**config.mk**
```make
export PLATFORM = sky130hd
export DESIGN_NAME = conv2d_stride_pad_engine
export DESIGN_NICKNAME = d
export VERILOG_FILES = /design/src/sv/cspe_pkg.sv /design/src/sv/conv2d_stride_pad_engine.sv /design/src/sv/cspe_front.sv /design/src/sv/cspe_back.sv
export SDC_FILE = /design/constraint.sdc
export NUM_CORES = 2
export LEC_CHECK = 0
export BUFFER_PORTS_ARGS = -buffer_cell sky130_fd_sc_hd__buf_2
export CAP_MARGIN = 30
export CORE_MARGIN = 2
export CORE_UTILIZATION = 55
export CTS_CLUSTER_DIAMETER = 120
export CTS_CLUSTER_SIZE = 28
export DETAILED_ROUTE_END_ITERATION = 10
export PLACE_DENSITY = 0.71
export SETUP_SLACK_MARGIN = 0.4
export SYNTH_ARGS = -nofsm -noshare
export SYNTH_HDL_FRONTEND = slang
export SYNTH_SLANG_ARGS = --single-unit
```
**constraint.sdc**
```tcl
create_clock -name i_clk -period 6.6 [get_ports i_clk]
set_input_delay 0 -clock i_clk [delete_from_list [all_inputs] [get_ports i_clk]]
set_output_delay 0 -clock i_clk [all_outputs]
set_load 0.01 [all_outputs]
```
**src/sv/cspe_pkg.sv**
```systemverilog
// Shared types and constants of the strided, zero-padded 2D convolution engine.
// No dependencies; every other file of the block imports this package.
package cspe_pkg;

    localparam int DATA_BITS      = 16;
    localparam int SUM_BITS       = 36;
    localparam int IDX_BITS       = 5;
    localparam int MAX_RESULTS    = 42;
    localparam int CFG_IDX_BITS   = 2;
    localparam int CFG_DATA_BITS  = 5;

    localparam int DEF_MAX_INPUT  = 16;
    localparam int DEF_MAX_FILTER = 5;
    localparam int DEF_MAX_PAD    = 2;

    // register indexes of the configuration port
    localparam logic [CFG_IDX_BITS-1:0] REG_INPUT_SIZE  = 2'd0;
    localparam logic [CFG_IDX_BITS-1:0] REG_FILTER_SIZE = 2'd1;
    localparam logic [CFG_IDX_BITS-1:0] REG_STRIDE_STEP = 2'd2;
    localparam logic [CFG_IDX_BITS-1:0] REG_PAD_WIDTH   = 2'd3;

    localparam logic [4:0] RST_INPUT_SIZE  = 5'd16;
    localparam logic [2:0] RST_FILTER_SIZE = 3'd3;
    localparam logic [2:0] RST_STRIDE_STEP = 3'd1;
    localparam logic [1:0] RST_PAD_WIDTH   = 2'd0;

    // request codes
    localparam logic REQ_COEF  = 1'b0;
    localparam logic REQ_PIXEL = 1'b1;

    typedef struct packed {
        logic                        req_type;
        logic signed [DATA_BITS-1:0] pixel_value;
        logic signed [DATA_BITS-1:0] coef_value;
    } t_in_item;

    typedef struct packed {
        logic signed [SUM_BITS-1:0] window_sum;
        logic [IDX_BITS-1:0]        out_row;
        logic [IDX_BITS-1:0]        out_col;
        logic                       last_in_run;
        logic                       image_done;
    } t_out_item;

    // classified command handed from the front to the back
    typedef struct packed {
        logic                        is_pixel;
        logic signed [DATA_BITS-1:0] value;
    } t_cmd;

    typedef enum logic [2:0] {
        S_IDLE,
        S_CHECK,
        S_MAC,
        S_DRAIN,
        S_ADV,
        S_OUT
    } t_state;

    typedef struct packed {
        logic pop;
        logic coef_wr;
        logic pix_step;
        logic win_start;
        logic tap_issue;
        logic win_adv;
        logic out_load;
        logic finish;
    } t_back_ctl;

endpackage

```
**src/sv/conv2d_stride_pad_engine.sv**
```systemverilog
// Top level of the strided, zero-padded 2D convolution engine.
// Instantiates cspe_front and cspe_back; depends on cspe_pkg.
//
// Usage:
//   Input channel (i_in_valid / o_in_stall / i_in_item): an item with
//   req_type coef loads the next kernel coefficient in raster order and
//   restarts the image; an item with req_type pixel delivers the next
//   image pixel in raster order.
//   Output channel (o_out_valid / i_out_stall / o_out_item): one item per
//   finished window, in output raster order, with last_in_run on the final
//   result caused by an input item and image_done on the last window.
//   Configuration port (i_cfg_we / i_cfg_index / i_cfg_data): write only
//   while idle; any write restarts the coefficient load and the image.
// Timing:
//   The front queues up to two items, so the input is taken while the back
//   works. A coefficient is written from the idle state. A pixel is
//   written, then each window it releases passes through a check state,
//   the F*F kernel taps walked one per cycle by the single shared
//   multiply-accumulate, a drain of the read/multiply/add registers, a
//   window-advance state and the output handoff.
//   At most 42 windows leave per pixel; later pixels drain the rest.
// Reset clears all control state and restores the register defaults; the
// kernel and line stores hold garbage until written. When the receiver
// stalls, the result holds in the output register and the back waits.
module conv2d_stride_pad_engine
    import cspe_pkg::*;
#(
    parameter int MAX_INPUT  = DEF_MAX_INPUT,
    parameter int MAX_FILTER = DEF_MAX_FILTER,
    parameter int MAX_PAD    = DEF_MAX_PAD
) (
    input  logic                     i_clk,
    input  logic                     i_rst_n,
    input  logic                     i_in_valid,
    output logic                     o_in_stall,
    input  t_in_item                 i_in_item,
    output logic                     o_out_valid,
    input  logic                     i_out_stall,
    output t_out_item                o_out_item,
    input  logic                     i_cfg_we,
    input  logic [CFG_IDX_BITS-1:0]  i_cfg_index,
    input  logic [CFG_DATA_BITS-1:0] i_cfg_data
);

    // queue between classification and execution
    logic cmd_valid;
    logic cmd_pop;
    t_cmd cmd;

    cspe_front u_front (
        .i_clk       (i_clk),
        .i_rst_n     (i_rst_n),
        .i_in_valid  (i_in_valid),
        .o_in_stall  (o_in_stall),
        .i_in_item   (i_in_item),
        .o_cmd_valid (cmd_valid),
        .o_cmd       (cmd),
        .i_cmd_pop   (cmd_pop)
    );

    // stores, window sequencer and MAC
    cspe_back #(
        .MAX_INPUT  (MAX_INPUT),
        .MAX_FILTER (MAX_FILTER),
        .MAX_PAD    (MAX_PAD)
    ) u_back (
        .i_clk       (i_clk),
        .i_rst_n     (i_rst_n),
        .i_cfg_we    (i_cfg_we),
        .i_cfg_index (i_cfg_index),
        .i_cfg_data  (i_cfg_data),
        .i_cmd_valid (cmd_valid),
        .i_cmd       (cmd),
        .o_cmd_pop   (cmd_pop),
        .o_out_valid (o_out_valid),
        .i_out_stall (i_out_stall),
        .o_out_item  (o_out_item)
    );

endmodule

```
**src/sv/cspe_front.sv**
```systemverilog
// Front of the convolution engine: accepts items, classifies them as
// coefficient or pixel, and queues them for the back. Depends on cspe_pkg.
module cspe_front
    import cspe_pkg::*;
(
    input  logic     i_clk,
    input  logic     i_rst_n,
    input  logic     i_in_valid,
    output logic     o_in_stall,
    input  t_in_item i_in_item,
    output logic     o_cmd_valid,
    output t_cmd     o_cmd,
    input  logic     i_cmd_pop
);

    t_cmd       r_q [2];
    logic       r_wp, r_rp;
    logic [1:0] r_cnt;
    logic       push;
    t_cmd       cmd_in;

    assign o_in_stall  = (r_cnt == 2'd2);
    assign push        = i_in_valid && !o_in_stall;
    assign o_cmd_valid = (r_cnt != 2'd0);
    assign o_cmd       = r_q[r_rp];

    always_comb begin
        cmd_in.is_pixel = (i_in_item.req_type == REQ_PIXEL);
        cmd_in.value    = cmd_in.is_pixel ? i_in_item.pixel_value : i_in_item.coef_value;
    end

    always_ff @(posedge i_clk) begin
        if (push) begin
            r_q[r_wp] <= cmd_in;
        end
        if (!i_rst_n) begin
            r_wp  <= 1'b0;
            r_rp  <= 1'b0;
            r_cnt <= 2'd0;
        end else begin
            if (push) begin
                r_wp <= ~r_wp;
            end
            if (i_cmd_pop) begin
                r_rp <= ~r_rp;
            end
            r_cnt <= r_cnt + {1'b0, push} - {1'b0, i_cmd_pop};
        end
    end

endmodule

```
**src/sv/cspe_back.sv**
```systemverilog
// Back of the convolution engine: kernel and line stores, window sequencer,
// shared multiply-accumulate and output register. Depends on cspe_pkg.
module cspe_back
    import cspe_pkg::*;
#(
    parameter int MAX_INPUT  = DEF_MAX_INPUT,
    parameter int MAX_FILTER = DEF_MAX_FILTER,
    parameter int MAX_PAD    = DEF_MAX_PAD
) (
    input  logic                     i_clk,
    input  logic                     i_rst_n,
    input  logic                     i_cfg_we,
    input  logic [CFG_IDX_BITS-1:0]  i_cfg_index,
    input  logic [CFG_DATA_BITS-1:0] i_cfg_data,
    input  logic                     i_cmd_valid,
    input  t_cmd                     i_cmd,
    output logic                     o_cmd_pop,
    output logic                     o_out_valid,
    input  logic                     i_out_stall,
    output t_out_item                o_out_item
);

    localparam int LS_COLS = MAX_INPUT + 2 * MAX_PAD;
    localparam int LDEPTH  = MAX_FILTER * LS_COLS;
    localparam int KDEPTH  = MAX_FILTER * MAX_FILTER;
    localparam int LAW     = (LDEPTH > 1) ? $clog2(LDEPTH) : 1;
    localparam int KAW     = (KDEPTH > 1) ? $clog2(KDEPTH) : 1;
    localparam int CCW     = $clog2(KDEPTH + 1);
    localparam int PW      = $clog2(MAX_INPUT + 1);
    localparam int TIW     = (MAX_INPUT > 1) ? $clog2(MAX_INPUT) : 1;
    localparam int FW      = $clog2(MAX_FILTER + 1);
    localparam int SW      = (MAX_FILTER > 1) ? $clog2(MAX_FILTER) : 1;
    localparam int CW      = $clog2(LS_COLS + MAX_FILTER + 5) + 1;
    localparam int NW      = $clog2(MAX_RESULTS + 1);
    localparam logic signed [CW-1:0] C_ZERO = '0;
    localparam logic signed [CW-1:0] C_ONE  = CW'(1);

    // line-store slot of each image row (row modulo MAX_FILTER)
    function automatic logic [MAX_INPUT*SW-1:0] slot_tab();
        logic [MAX_INPUT*SW-1:0] t;
        int                      s;
        t = '0;
        s = 0;
        for (int r = 0; r < MAX_INPUT; r++) begin
            t[r*SW +: SW] = SW'(s);
            if (s == MAX_FILTER - 1) s = 0;
            else s = s + 1;
        end
        return t;
    endfunction
    localparam logic [MAX_INPUT*SW-1:0] SLOT_TAB = slot_tab();

    // configuration
    logic [4:0] r_input_size;
    logic [2:0] r_filter_size, r_stride;
    logic [1:0] r_pad;
    logic [PW-1:0] eff_s;
    logic [FW-1:0] eff_f;
    logic [2:0]    eff_st;
    logic [1:0]    eff_p;
    logic signed [CW-1:0] s_s, s_f, s_st, s_p, s_pp;
    logic [CCW-1:0] taps;

    // stores and sequencing state
    logic signed [DATA_BITS-1:0] r_line_mem [LDEPTH];
    logic signed [DATA_BITS-1:0] r_kern_mem [KDEPTH];
    t_state r_state, n_state;
    t_back_ctl ctl;
    logic [CCW-1:0] r_coef_cnt;
    logic [PW-1:0]  r_prow, r_pcol;
    logic signed [CW-1:0] r_rb, r_cb;
    logic [IDX_BITS-1:0] r_wi, r_wj, r_res_row, r_res_col;
    logic r_done, r_res_done;
    logic [NW-1:0] r_nres;
    logic [FW-1:0] r_kr, r_kc;
    logic [KAW-1:0] r_kidx;
    logic signed [DATA_BITS-1:0] r_ls_q, r_k_q;
    logic signed [2*DATA_BITS-1:0] r_prod;
    logic r_va, r_vb;
    logic signed [SUM_BITS-1:0] r_acc;
    logic r_out_valid;
    t_out_item r_out;

    logic empty_map, ready, more, out_free, tap_last, tap_ok, col_next, row_next;
    logic signed [CW-1:0] er, ec, er_raw, ec_raw, s_row, s_col, pr, pc;
    logic [SW-1:0] rd_slot, wr_slot;
    logic [LAW-1:0] rd_addr, wr_addr;

    always_comb begin
        eff_s  = (r_input_size == 5'd0) ? PW'(1) :
                 (32'(r_input_size) > MAX_INPUT) ? PW'(MAX_INPUT) : PW'(r_input_size);
        eff_f  = (r_filter_size == 3'd0) ? FW'(1) :
                 (32'(r_filter_size) > MAX_FILTER) ? FW'(MAX_FILTER) : FW'(r_filter_size);
        eff_st = (r_stride == 3'd0) ? 3'd1 : (r_stride > 3'd4) ? 3'd4 : r_stride;
        eff_p  = (32'(r_pad) > MAX_PAD) ? 2'(MAX_PAD) : r_pad;
        s_s    = $signed(CW'(eff_s));
        s_f    = $signed(CW'(eff_f));
        s_st   = $signed(CW'(eff_st));
        s_p    = $signed(CW'(eff_p));
        s_pp   = s_s + s_p + s_p;
        taps   = CCW'(eff_f) * CCW'(eff_f);
    end

    // readiness of the current window: its last needed pixel has arrived
    always_comb begin
        s_row  = $signed(CW'(r_prow));
        s_col  = $signed(CW'(r_pcol));
        er_raw = r_rb + s_f - C_ONE - s_p;
        ec_raw = r_cb + s_f - C_ONE - s_p;
        er = (er_raw < C_ZERO) ? C_ZERO : (er_raw > s_s - C_ONE) ? s_s - C_ONE : er_raw;
        ec = (ec_raw < C_ZERO) ? C_ZERO : (ec_raw > s_s - C_ONE) ? s_s - C_ONE : ec_raw;
        empty_map = s_f > s_pp;
        ready = (s_row >= s_s) || (er < s_row) || ((er == s_row) && (ec < s_col));
        more  = !r_done && !empty_map && ready && (32'(r_nres) < MAX_RESULTS);
        out_free = !r_out_valid || !i_out_stall;
        col_next = (r_cb + s_st + s_f) <= s_pp;
        row_next = (r_rb + s_st + s_f) <= s_pp;
    end

    // tap addressing
    always_comb begin
        pr       = r_rb + $signed(CW'(r_kr)) - s_p;
        pc       = r_cb + $signed(CW'(r_kc)) - s_p;
        tap_ok   = (pr >= C_ZERO) && (pr < s_s) && (pc >= C_ZERO) && (pc < s_s);
        tap_last = (r_kr == eff_f - FW'(1)) && (r_kc == eff_f - FW'(1));
        rd_slot  = SLOT_TAB[TIW'($unsigned(pr))*SW +: SW];
        rd_addr  = LAW'(rd_slot) * LAW'(LS_COLS) + LAW'($unsigned(pc));
        wr_slot  = SLOT_TAB[r_prow[TIW-1:0]*SW +: SW];
        wr_addr  = LAW'(wr_slot) * LAW'(LS_COLS) + LAW'(r_pcol);
    end

    // next state
    always_comb begin
        n_state = r_state;
        case (r_state)
            S_IDLE:  if (i_cmd_valid && i_cmd.is_pixel) n_state = S_CHECK;
            S_CHECK: n_state = more ? S_MAC : S_IDLE;
            S_MAC:   if (tap_last) n_state = S_DRAIN;
            S_DRAIN: if (!r_va && !r_vb) n_state = S_ADV;
            S_ADV:   n_state = S_OUT;
            S_OUT:   if (out_free) n_state = S_CHECK;
            default: n_state = S_IDLE;
        endcase
    end

    // control strobes
    always_comb begin
        ctl = '0;
        case (r_state)
            S_IDLE: begin
                ctl.pop      = i_cmd_valid;
                ctl.coef_wr  = i_cmd_valid && !i_cmd.is_pixel;
                ctl.pix_step = i_cmd_valid && i_cmd.is_pixel;
            end
            S_CHECK: begin
                ctl.win_start = more;
                ctl.finish    = !more;
            end
            S_MAC:   ctl.tap_issue = 1'b1;
            S_ADV:   ctl.win_adv   = 1'b1;
            S_OUT:   ctl.out_load  = out_free;
            default: ctl = '0;
        endcase
    end

    assign o_cmd_pop   = ctl.pop;
    assign o_out_valid = r_out_valid;
    assign o_out_item  = r_out;

    // stores and datapath
    always_ff @(posedge i_clk) begin
        if (ctl.coef_wr) begin
            r_kern_mem[r_coef_cnt[KAW-1:0]] <= i_cmd.value;
        end
        if (ctl.pix_step && (r_prow < eff_s)) begin
            r_line_mem[wr_addr] <= i_cmd.value;
        end
        r_ls_q <= r_line_mem[rd_addr];
        r_k_q  <= r_kern_mem[r_kidx];
        r_prod <= r_ls_q * r_k_q;
        if (ctl.win_start) begin
            r_acc <= '0;
        end else if (r_vb) begin
            r_acc <= r_acc + SUM_BITS'(r_prod);
        end
        if (ctl.win_adv) begin
            r_res_row  <= r_wi;
            r_res_col  <= r_wj;
            r_res_done <= !col_next && !row_next;
        end
        if (ctl.out_load) begin
            r_out.window_sum  <= r_acc;
            r_out.out_row     <= r_res_row;
            r_out.out_col     <= r_res_col;
            r_out.image_done  <= r_res_done;
            r_out.last_in_run <= !more;
        end
    end

    // control state
    always_ff @(posedge i_clk) begin
        if (!i_rst_n) begin
            r_state       <= S_IDLE;
            r_input_size  <= RST_INPUT_SIZE;
            r_filter_size <= RST_FILTER_SIZE;
            r_stride      <= RST_STRIDE_STEP;
            r_pad         <= RST_PAD_WIDTH;
            r_coef_cnt    <= '0;
            r_prow        <= '0;
            r_pcol        <= '0;
            r_rb          <= '0;
            r_cb          <= '0;
            r_wi          <= '0;
            r_wj          <= '0;
            r_done        <= 1'b0;
            r_nres        <= '0;
            r_kr          <= '0;
            r_kc          <= '0;
            r_kidx        <= '0;
            r_va          <= 1'b0;
            r_vb          <= 1'b0;
            r_out_valid   <= 1'b0;
        end else begin
            r_state <= n_state;
            r_va    <= ctl.tap_issue && tap_ok;
            r_vb    <= r_va;
            if (ctl.out_load) begin
                r_out_valid <= 1'b1;
            end else if (!i_out_stall) begin
                r_out_valid <= 1'b0;
            end

            if (i_cfg_we) begin
                case (i_cfg_index)
                    REG_INPUT_SIZE:  r_input_size  <= i_cfg_data;
                    REG_FILTER_SIZE: r_filter_size <= i_cfg_data[2:0];
                    REG_STRIDE_STEP: r_stride      <= i_cfg_data[2:0];
                    REG_PAD_WIDTH:   r_pad         <= i_cfg_data[1:0];
                    default:         r_pad         <= r_pad;
                endcase
            end

            // restart the image on config writes, coefficient loads and image end
            if (i_cfg_we || ctl.coef_wr ||
                (ctl.finish && (r_prow >= eff_s) && (r_done || empty_map))) begin
                r_prow <= '0;
                r_pcol <= '0;
                r_rb   <= '0;
                r_cb   <= '0;
                r_wi   <= '0;
                r_wj   <= '0;
                r_done <= 1'b0;
            end else if (ctl.pix_step) begin
                r_nres <= '0;
                if (r_prow < eff_s) begin
                    if (r_pcol == eff_s - PW'(1)) begin
                        r_pcol <= '0;
                        r_prow <= r_prow + PW'(1);
                    end else begin
                        r_pcol <= r_pcol + PW'(1);
                    end
                end
            end else if (ctl.win_adv) begin
                r_nres <= r_nres + NW'(1);
                if (col_next) begin
                    r_cb <= r_cb + s_st;
                    r_wj <= r_wj + IDX_BITS'(1);
                end else if (row_next) begin
                    r_rb <= r_rb + s_st;
                    r_wi <= r_wi + IDX_BITS'(1);
                    r_cb <= '0;
                    r_wj <= '0;
                end else begin
                    r_done <= 1'b1;
                end
            end

            if (i_cfg_we) begin
                r_coef_cnt <= '0;
            end else if (ctl.coef_wr) begin
                r_coef_cnt <= (r_coef_cnt + CCW'(1) >= taps) ? '0 : r_coef_cnt + CCW'(1);
            end

            // walk the kernel taps in raster order
            if (ctl.win_start) begin
                r_kr   <= '0;
                r_kc   <= '0;
                r_kidx <= '0;
            end else if (ctl.tap_issue) begin
                r_kidx <= r_kidx + KAW'(1);
                if (r_kc == eff_f - FW'(1)) begin
                    r_kc <= '0;
                    r_kr <= r_kr + FW'(1);
                end else begin
                    r_kc <= r_kc + FW'(1);
                end
            end
        end
    end

    a_burst_bound: assert property (@(posedge i_clk) disable iff (!i_rst_n)
        32'(r_nres) <= MAX_RESULTS)
        else $error("result burst exceeds limit");

    a_done_is_last: assert property (@(posedge i_clk) disable iff (!i_rst_n)
        r_out_valid && r_out.image_done |-> r_out.last_in_run)
        else $error("final output of map not marked last of run");

    a_idle_pipe_empty: assert property (@(posedge i_clk) disable iff (!i_rst_n)
        (r_state == S_IDLE) |-> (!r_va && !r_vb))
        else $error("multiply pipeline busy while idle");

    a_coef_range: assert property (@(posedge i_clk) disable iff (!i_rst_n)
        $past(i_rst_n) |-> (r_coef_cnt < taps))
        else $error("coefficient count out of range");

endmodule

```
# After elaboration in Yosys (flattened, before gate mapping)
# Memories as Yosys holds them, arrays and structs flattened. A register that Yosys moved wholly into a read port is not among the register bits.
# Cells that the tools add are included.
op_classes:
  n_bitwise: 7
  n_reduce_logical: 57
  n_eq_ne: 18
  shifts: 2
  muxes: 43
  n_addsub: 33
  order_cmp: 22
  n_mul: 6
ops:
  columns: ["op", "n"]
  rows:
  - ["$shiftx A48 B7 Y3 const A", 2]
  - ["$add A6 B4 Y6", 8]
  - ["$mux W6", 8]
  - ["$add A36 B32 Y36", 1]
  - ["$mul A16 B16 Y32", 1]
  - ["$add A5 B1 Y5 const B", 6]
  - ["$mux W3", 10]
  - ["$mux W5", 6]
  - ["$lt A6 B6 Y1", 4]
  - ["$sub A6 B3 Y6", 4]
  - ["$pmux W3 S6", 1]
  - ["$logic_and A1 B1 Y1", 17]
  - ["$mux W16", 1]
  - ["$ge A5 B5 Y1", 3]
  - ["$mux W1", 15]
  - ["$reduce_and A2 Y1", 7]
  - ["$ge A6 B1 Y1 const B", 2]
  - ["$gt A6 B6 Y1", 2]
  - ["$le A6 B6 Y1", 2]
  - ["$lt A6 B1 Y1 const B", 2]
  - ["$mul A4 B2 Y6 const B", 2]
  - ["$reduce_and A4 Y1", 3]
  - ["$sub A6 B2 Y6 const B", 2]
  - ["$logic_not A1 Y1", 11]
  - ["other kinds (37)", 68]
word_totals:
  regBits: 205
  ram_bits: 2034
  n_memories: 3
  output_inout_bits: 50
mem_list:
  columns: ["memory", "words", "word_bits", "read_ports", "rd_ports_with_merged_regs", "wr", "line", "text"]
  rows:
  - ["u_back.r_line_mem", 100, 16, 1, 1, 1, "cspe_back.sv:65", "logic signed [DATA_BITS-1:0] r_line_mem [LDEPTH];"]
  - ["u_back.r_kern_mem", 25, 16, 1, 1, 1, "cspe_back.sv:66", "logic signed [DATA_BITS-1:0] r_kern_mem [KDEPTH];"]
  - ["u_front.r_q", 2, 17, 1, 1, 1, "cspe_front.sv:16", "t_cmd r_q [2];"]

# Depth between registers and ports, before layout
depth:
  ltp_word: 21
  ltp_mapped: 28
  depth_no_buf: 27

# By module
# A second synthesis with hierarchy kept.
unflattened:
  hier_cells: 5563
  hier_area_um2: 100933.1
by_module_without_submodules:
  columns: ["module", "n_inst", "cells_each", "area_each_um2"]
  rows:
  - ["cspe_back", 1, 5467, 99176.4]
  - ["cspe_front", 1, 96, 1756.7]

# Worst setup path after synthesis
# Ideal clock, no wire load.
synth_path:
  kind: "reg-to-reg"
  startpoint: "reg u_back.r_filter_size[2]"
  endpoint: "reg u_back.r_acc[11]"
  path_stages_with_launch: 26
  required_time_ns: 6.483
  setup_time_ns: 0.117
  t_arrival_ns: 5.932
  synth_period_minus_slack_ns: 6.049
  slack_ns: 0.551
  cell_sequence: "dfxtp_1 -> inv_1 -> nand2_1 -> a21o_1 -> fa_1 -> ha_1 -> fa_1 -> a21o_1 -> a21oi_1 -> xnor2_1 -> ha_1 -> nand4_1 -> o211a_1 -> nor3_1 -> nor2_1 -> a211oi_1 -> ha_1 -> a21o_1 -> a2111oi_0 -> nand3b_1 -> a31oi_1 -> o31ai_1 -> nor3_1 -> buf_2 -> buf_2 -> nor2_1"
synth_between:
  elab_chain_cells: 15
  word_cells_on_any_way: 30
synth_lines:
  columns: ["element", "line", "text"]
  rows:
  - ["from (decl)", "cspe_back.sv:55", "logic [2:0] r_filter_size, r_stride;"]
  - ["from (signal assigned)", "cspe_back.sv:236", "REG_FILTER_SIZE: r_filter_size <= i_cfg_data[2:0];"]
  - ["$gt A3 B3 Y1", "cspe_back.sv:93", "(32'(r_filter_size) > MAX_FILTER) ? FW'(MAX_FILTER) : FW'(r_filter_size);"]
  - ["$mux W3", "cspe_back.sv:93", null]
  - ["$mux W3 *", "cspe_back.sv:92", "eff_f = (r_filter_size == 3'd0) ? FW'(1) :"]
  - ["$add A6 B4 Y6, on equally long branches", "cspe_back.sv:108, cspe_back.sv:109", null]
  - ["$sub A6 B2 Y6, on equally long branches", "cspe_back.sv:108, cspe_back.sv:109", null]
  - ["$sub A6 B3 Y6, on equally long branches", "cspe_back.sv:108, cspe_back.sv:109", null]
  - ["$gt A6 B6 Y1, on equally long branches", "cspe_back.sv:110, cspe_back.sv:111", null]
  - ["$mux W6, on equally long branches (2 in series)", "cspe_back.sv:110, cspe_back.sv:111", null]
  - ["$lt A6 B6 Y1 / $eq A6 B6 Y1 (equally long branches)", "cspe_back.sv:113", "ready = (s_row >= s_s) || (er < s_row) || ((er == s_row) && (ec < s_col));"]
  - ["$logic_or A1 B1 Y1 / $logic_and A1 B1 Y1 (equally long branches)", "cspe_back.sv:113", null]
  - ["$logic_or A1 B1 Y1", "cspe_back.sv:113", null]
  - ["$logic_and A1 B1 Y1 * (2 in series)", "cspe_back.sv:114", "more = !r_done && !empty_map && ready && (32'(r_nres) < MAX_RESULTS);"]
  - ["$mux W1 *", "cspe_back.sv:149", "case (r_state)"]
  - ["to (signal assigned)", "cspe_back.sv:184", "r_acc <= r_acc + SUM_BITS'(r_prod);"]
  - ["to (decl)", "cspe_back.sv:80", "logic signed [SUM_BITS-1:0] r_acc;"]
# Mark *: on every way between the ends. The rest lies on a longest branch, timed or not.
# A chain may end at the register's enable or synchronous reset.

# Final worst setup path
layout_path:
  startpoint: "reg u_back.r_ls_q[1], read port of u_back.r_line_mem"
  endpoint: "reg u_back.r_prod[20]"
layout_between:
  elab_chain_cells: 1
layout_lines:
  columns: ["element", "line", "text"]
  rows:
  - ["from (decl)", "cspe_back.sv:77", "logic signed [DATA_BITS-1:0] r_ls_q, r_k_q;"]
  - ["$mul A16 B16 Y32", "cspe_back.sv:180", "r_prod <= r_ls_q * r_k_q;"]
  - ["to (signal assigned)", "cspe_back.sv:180", null]
  - ["to (decl)", "cspe_back.sv:78", "logic signed [2*DATA_BITS-1:0] r_prod;"]
# No other way between the ends.

==> metrics.txt <==
# TYPE chip_impl_metric gauge
chip_impl_metric{name="die_area",unit="sq um"} 186000
chip_impl_metric{name="stdcell_area",unit="sq um"} 109000
chip_impl_metric{name="cts_htree_levels",unit=""} 3
chip_impl_metric{name="finalWirelength",unit="microns"} 227000
chip_impl_metric{name="clock_sink_count",unit=""} 2272
chip_impl_metric{name="groute.layer.met2.usage",unit="%"} 39.7
chip_impl_metric{name="dpl.cell_count",unit=""} 8103
chip_impl_metric{name="max_slew_margin",unit="%"} 31.4
chip_impl_metric{name="cp_data_required_time",unit="ns"} 7.33
chip_impl_metric{name="hold_depth",unit=""} 3
chip_impl_metric{name="ant_diodes",unit=""} 0
chip_impl_metric{name="asyncSetResetFlopFracSynth",unit="%"} 0
chip_impl_metric{name="num_io_pins",unit=""} 95
chip_impl_metric{name="rows",unit=""} 157
chip_impl_info{name="critical_r2r_launch",value="u_back.r_ls_q[1]"} 1
chip_impl_metric{name="instances_no_fill",unit=""} 8309
chip_impl_metric{name="hold_viol_final",unit=""} 0
chip_impl_metric{name="routability_cong",unit=""} 0.885
chip_impl_metric{name="synth_xor_xnor_area_share",unit="%"} 1.24
chip_impl_info{name="clock_tree.root_cell",value="sky130_fd_sc_hd__clkbuf_16"} 1
chip_impl_metric{name="io_buffers",unit=""} 94
chip_impl_metric{name="synth-compound-area-share",unit="%"} 2.50
chip_impl_metric{name="final_critical_path_time_including_i_o_delays_and_setup",unit="ns"} 5.93
chip_impl_info{name="rsz0062_at_grt",value="true"} 1
chip_impl_info{name="layout_commonest_cell",value="sky130_fd_sc_hd__edfxtp_1"} 1
chip_impl_metric{name="avgRoutedWirePerCell",unit="microns"} 27.3
chip_impl_metric{name="post_synthesis_register_bit_count",unit=""} 2272
chip_impl_metric{name="area_growth",unit="%"} 8.35
chip_impl_metric{name="fmax",unit="GHz"} 0.169
chip_impl_metric{name="layout-drive-gt1-share",unit="%"} 20.4
chip_impl_info{name="hold_path.class",value="in2reg"} 1
chip_impl_metric{name="grt_pass1_wl",unit="microns"} 336000
chip_impl_metric{name="grt_pass1_vias",unit=""} 50800
chip_impl_info{name="path_delay_family",value="adder cells"} 1
chip_impl_metric{name="synthesis.yosys.warnings",unit=""} 0
chip_impl_metric{name="postLayoutCoreUtil",unit="%"} 59.8
chip_impl_metric{name="post_synth_instance_area",unit="sq um"} 101000
chip_impl_metric{name="gr-usage-all-layers",unit="%"} 24.4
chip_impl_info{name="outcome",value="complete, no violations"} 1
chip_impl_info{name="synth_top_family_by_area",value="multiplexers"} 1
chip_impl_metric{name="nNetsFinal",unit=""} 6457
chip_impl_metric{name="worstSkewPairLatency",unit="ns"} 0.80
chip_impl_metric{name="cts_inserted_buffers",unit=""} 92
chip_impl_info{name="launch_point_of_the_worst_hold_path",value="i_in_item[19]"} 1
chip_impl_metric{name="crit_buf_inv",unit=""} 1
chip_impl_metric{name="synth_adder_area_share",unit="%"} 8.53
chip_impl_metric{name="die_h",unit="microns"} 432
chip_impl_metric{name="simple_gate_fraction_of_synth_area",unit="%"} 4.23
chip_impl_info{name="rr_endpoint",value="u_back.r_prod[20]"} 1
chip_impl_metric{name="post_synth_mux_area_share",unit="%"} 15.1
chip_impl_info{name="crit_slowest_cell",value="sky130_fd_sc_hd__dfxtp_1"} 1
chip_impl_info{name="mostFrequentLayoutCells",value="2093 x sky130_fd_sc_hd__edfxtp_1, 625 x sky130_fd_sc_hd__mux4_2, 377 x sky130_fd_sc_hd__inv_1"} 1
chip_impl_metric{name="nFillCells",unit=""} 13100
chip_impl_info{name="grt-busiest-layer",value="met2"} 1
chip_impl_info{name="path_common_cell",value="sky130_fd_sc_hd__fa_1"} 1
chip_impl_metric{name="maxCapViolCount",unit=""} 0
chip_impl_metric{name="multi_input_comb_area",unit="sq um"} 32200
chip_impl_metric{name="finalSetupTns",unit="ns"} 0
chip_impl_metric{name="crit_fanout",unit=""} 16
chip_impl_metric{name="area.sequential",unit="sq um"} 66500
chip_impl_metric{name="initial_util",unit="%"} 55.2
chip_impl_info{name="crit_chain",value="nand2_1 -> fa_1 -> fa_1 -> inv_1 -> ha_1 -> fa_1 -> fa_1 -> fa_1 -> ha_1 -> or3_1 -> a211oi_1 -> nor3b_2 -> o21ai_0 -> nand2b_1 -> a31o_2 -> a21o_1 -> a21oi_1 -> xnor2_1"} 1
chip_impl_metric{name="gr-total-overflow",unit=""} 0
chip_impl_metric{name="number_of_antenna_violations_at_the_first_check_in_global_routing",unit=""} 3
chip_impl_info{name="criticalPathCategory",value="reg2reg"} 1
chip_impl_metric{name="die_width",unit="microns"} 432
chip_impl_metric{name="syn_area_per_cell",unit="sq um"} 17.9
chip_impl_info{name="crit_path_start_kind",value="register"} 1
chip_impl_metric{name="yosys.cell_types.count",unit=""} 69
chip_impl_info{name="worst_hold_path_ep",value="u_front.r_q[1][3]"} 1
chip_impl_metric{name="initialDrtViolationCount",unit=""} 5747
chip_impl_metric{name="drc",unit=""} 0
chip_impl_metric{name="drt-pass1-iter-count",unit=""} 6
chip_impl_info{name="leading_register_cell_type_out_of_synthesis",value="sky130_fd_sc_hd__edfxtp_1"} 1
chip_impl_metric{name="worst_pin_slew",unit="ns"} 1.03
chip_impl_metric{name="synth_edf_count",unit=""} 2093
chip_impl_metric{name="timing.reg2reg.setup_slack",unit="ns"} 0.67
chip_impl_metric{name="finClkSkew",unit="ns"} 0.0574
chip_impl_metric{name="hpwl",unit="microns"} 145000
chip_impl_metric{name="met1_usage",unit="%"} 35.8
chip_impl_metric{name="finalMaxSlewViolations",unit=""} 0
chip_impl_info{name="setup_crit_end_kind",value="register"} 1
chip_impl_info{name="cts_tree",value="yes"} 1
chip_impl_metric{name="vias_after_detailed_routing",unit=""} 50900
chip_impl_metric{name="dpl-instance-area",unit="sq um"} 105000
chip_impl_metric{name="largest_stage_delay_worst_path",unit="ns"} 0.78
chip_impl_metric{name="synth.yosys.seq_area_share",unit="%"} 66.0
chip_impl_metric{name="grt_max_degree",unit=""} 94
chip_impl_metric{name="route.detailed.vias_per_inst",unit=""} 6.13
chip_impl_metric{name="core_area",unit="sq um"} 182000
chip_impl_metric{name="portion_of_the_clock_cycle_consumed_by_the_worst_path_in_the_final_layout",unit="%"} 89.8
chip_impl_metric{name="setup_violations",unit=""} 0
chip_impl_metric{name="worst-r2r-cell-count",unit=""} 18
chip_impl_metric{name="met3_usage",unit="%"} 2.93
chip_impl_metric{name="ant_nets",unit=""} 0
chip_impl_metric{name="clk_transition_reported_paths",unit="ns"} 0.11
chip_impl_metric{name="ctsLongestPathBuffers",unit=""} 3
chip_impl_metric{name="synthesis.instances",unit=""} 5613
chip_impl_metric{name="signal_arrival_time_at_the_worst_endpoint",unit="ns"} 6.66
[cells by family (layout without fill, tap and decap cells)]
family                   after synthesis  in the layout
XOR/XNOR                             142            142
other                                  1              4
AO/OA/AOI/OAI                        406            407
multiplexers                         736            736
flip-flops                          2272           2272
adder cells (fa/ha/maj)              521            521
AND/OR/NAND/NOR                      921            921
buffers and inverters                614            921
[worst max-delay path by stage]
stage,to,from,cells past startpoint
floorplan,u_back.r_acc[11],u_back.r_filter_size[2],25
global placement,u_back.r_kidx[2],u_back.r_filter_size[1],23
detailed placement,u_back.r_kidx[3],u_back.r_filter_size[1],23
CTS,u_back.r_prod[30],u_back.r_k_q[7],20
global route,u_back.r_acc[31],u_back.r_filter_size[1],25
finish,u_back.r_prod[20],u_back.r_ls_q[1],18
[layer usage]
metal / share of wire, % / routed length, microns / vias to the layer above
met3: 7.0 / 15800 / 242
met2: 49 / 111000 / 1935
li1: - / - / 21900
met1: 42 / 94800 / 26800
met4: 2.4 / 5450 / 4
met5: 0.010 / 23 / -
[sequential cells by signal, summed over array words and instances, names as in the netlist, 5 cells and up, named ones only]
register             count
u_back.o_out_item       48
u_back.r_acc            36
u_back.r_cb              6
u_back.r_coef_cnt        5
u_back.r_input_size      5
u_back.r_k_q            16
u_back.r_kern_mem      400
u_back.r_kidx            5
u_back.r_line_mem     1600
u_back.r_ls_q           16
u_back.r_nres            6
u_back.r_pcol            5
u_back.r_prod           32
u_back.r_prow            5
u_back.r_rb              6
u_back.r_res_col         5
u_back.r_res_row         5
u_back.r_wi              5
u_back.r_wj              5
u_front.r_q             34
[synth_stat cells (all sizes together) (3+ instances only)]
cell type / count / share of area [%]
nand2b: 40 / 0.25
mux2: 48 / 0.54
buf: 64 / 0.30
o211ai: 6 / 0.050
clkbuf: 171 / 0.64
a41oi: 3 / 0.026
o21a: 14 / 0.10
a211o: 3 / 0.026
and2: 118 / 0.73
nand4: 6 / 0.037
xor2: 42 / 0.37
nor2: 289 / 1.1
nand2: 297 / 1.1
or2: 5 / 0.031
inv: 379 / 1.4
a221oi: 4 / 0.041
nor3: 17 / 0.085
nor2b: 36 / 0.22
a21boi: 8 / 0.060
mux2i: 63 / 0.63
a211oi: 17 / 0.13
a311oi: 3 / 0.026
a21o: 55 / 0.41
edfxtp: 2093 / 62
nor3b: 7 / 0.052
o21ai: 119 / 0.59
a31oi: 9 / 0.056
a21oi: 120 / 0.61
and3: 16 / 0.10
nand3b: 12 / 0.090
dfxtp: 179 / 3.6
o21bai: 13 / 0.097
xnor2: 100 / 0.87
or3: 17 / 0.11
a22oi: 10 / 0.075
and4: 3 / 0.026
nand3: 51 / 0.25
mux4: 625 / 14
fa: 276 / 5.5
ha: 243 / 3.0
o31ai: 6 / 0.050
[tightest hold or removal path, cell delays in order]
cell	delay (ns)
sky130_fd_sc_hd__buf_2	0.07
sky130_fd_sc_hd__mux2_2	0.13
sky130_fd_sc_hd__dlygate4sd3_1	0.56
[timing repair]
action                                 in CTS  in global routing
hold buffers                               63                  0
resized for setup                          16                 41
endpoints found under the hold margin     153                  0
pin swaps                                   0                  6
setup endpoints to repair                  18                 54
cloned                                      0                  3
setup buffers                               0                 13
[layout make-up]
class | instances | share of cell area (%)
multi-input cells | 2731 | 29.5
well taps | 2385 | 2.74
flip-flops and latches | 2272 | 61.0
clock buffers | 114 | 2.19
inverters | 379 | 1.31
clock inverters | 11 | 0.162
repair buffers | 417 | 3.15
[per-stage QoR]
| stage | setup WS [ns] | hold slack (ns) |
|---|---|---|
| after floorplan | 0.551 | 0.0989 |
| after global placement | 0.158 | 0.248 |
| after detailed placement | 0.0513 | 0.252 |
| after CTS | 0.414 | 0.00912 |
| after global routing | 0.337 | 0.0723 |
| final | 0.672 | 0.0765 |
Power is not shown: default switching activity piles up to over one toggle a cycle in this logic, so the estimate is an artifact.
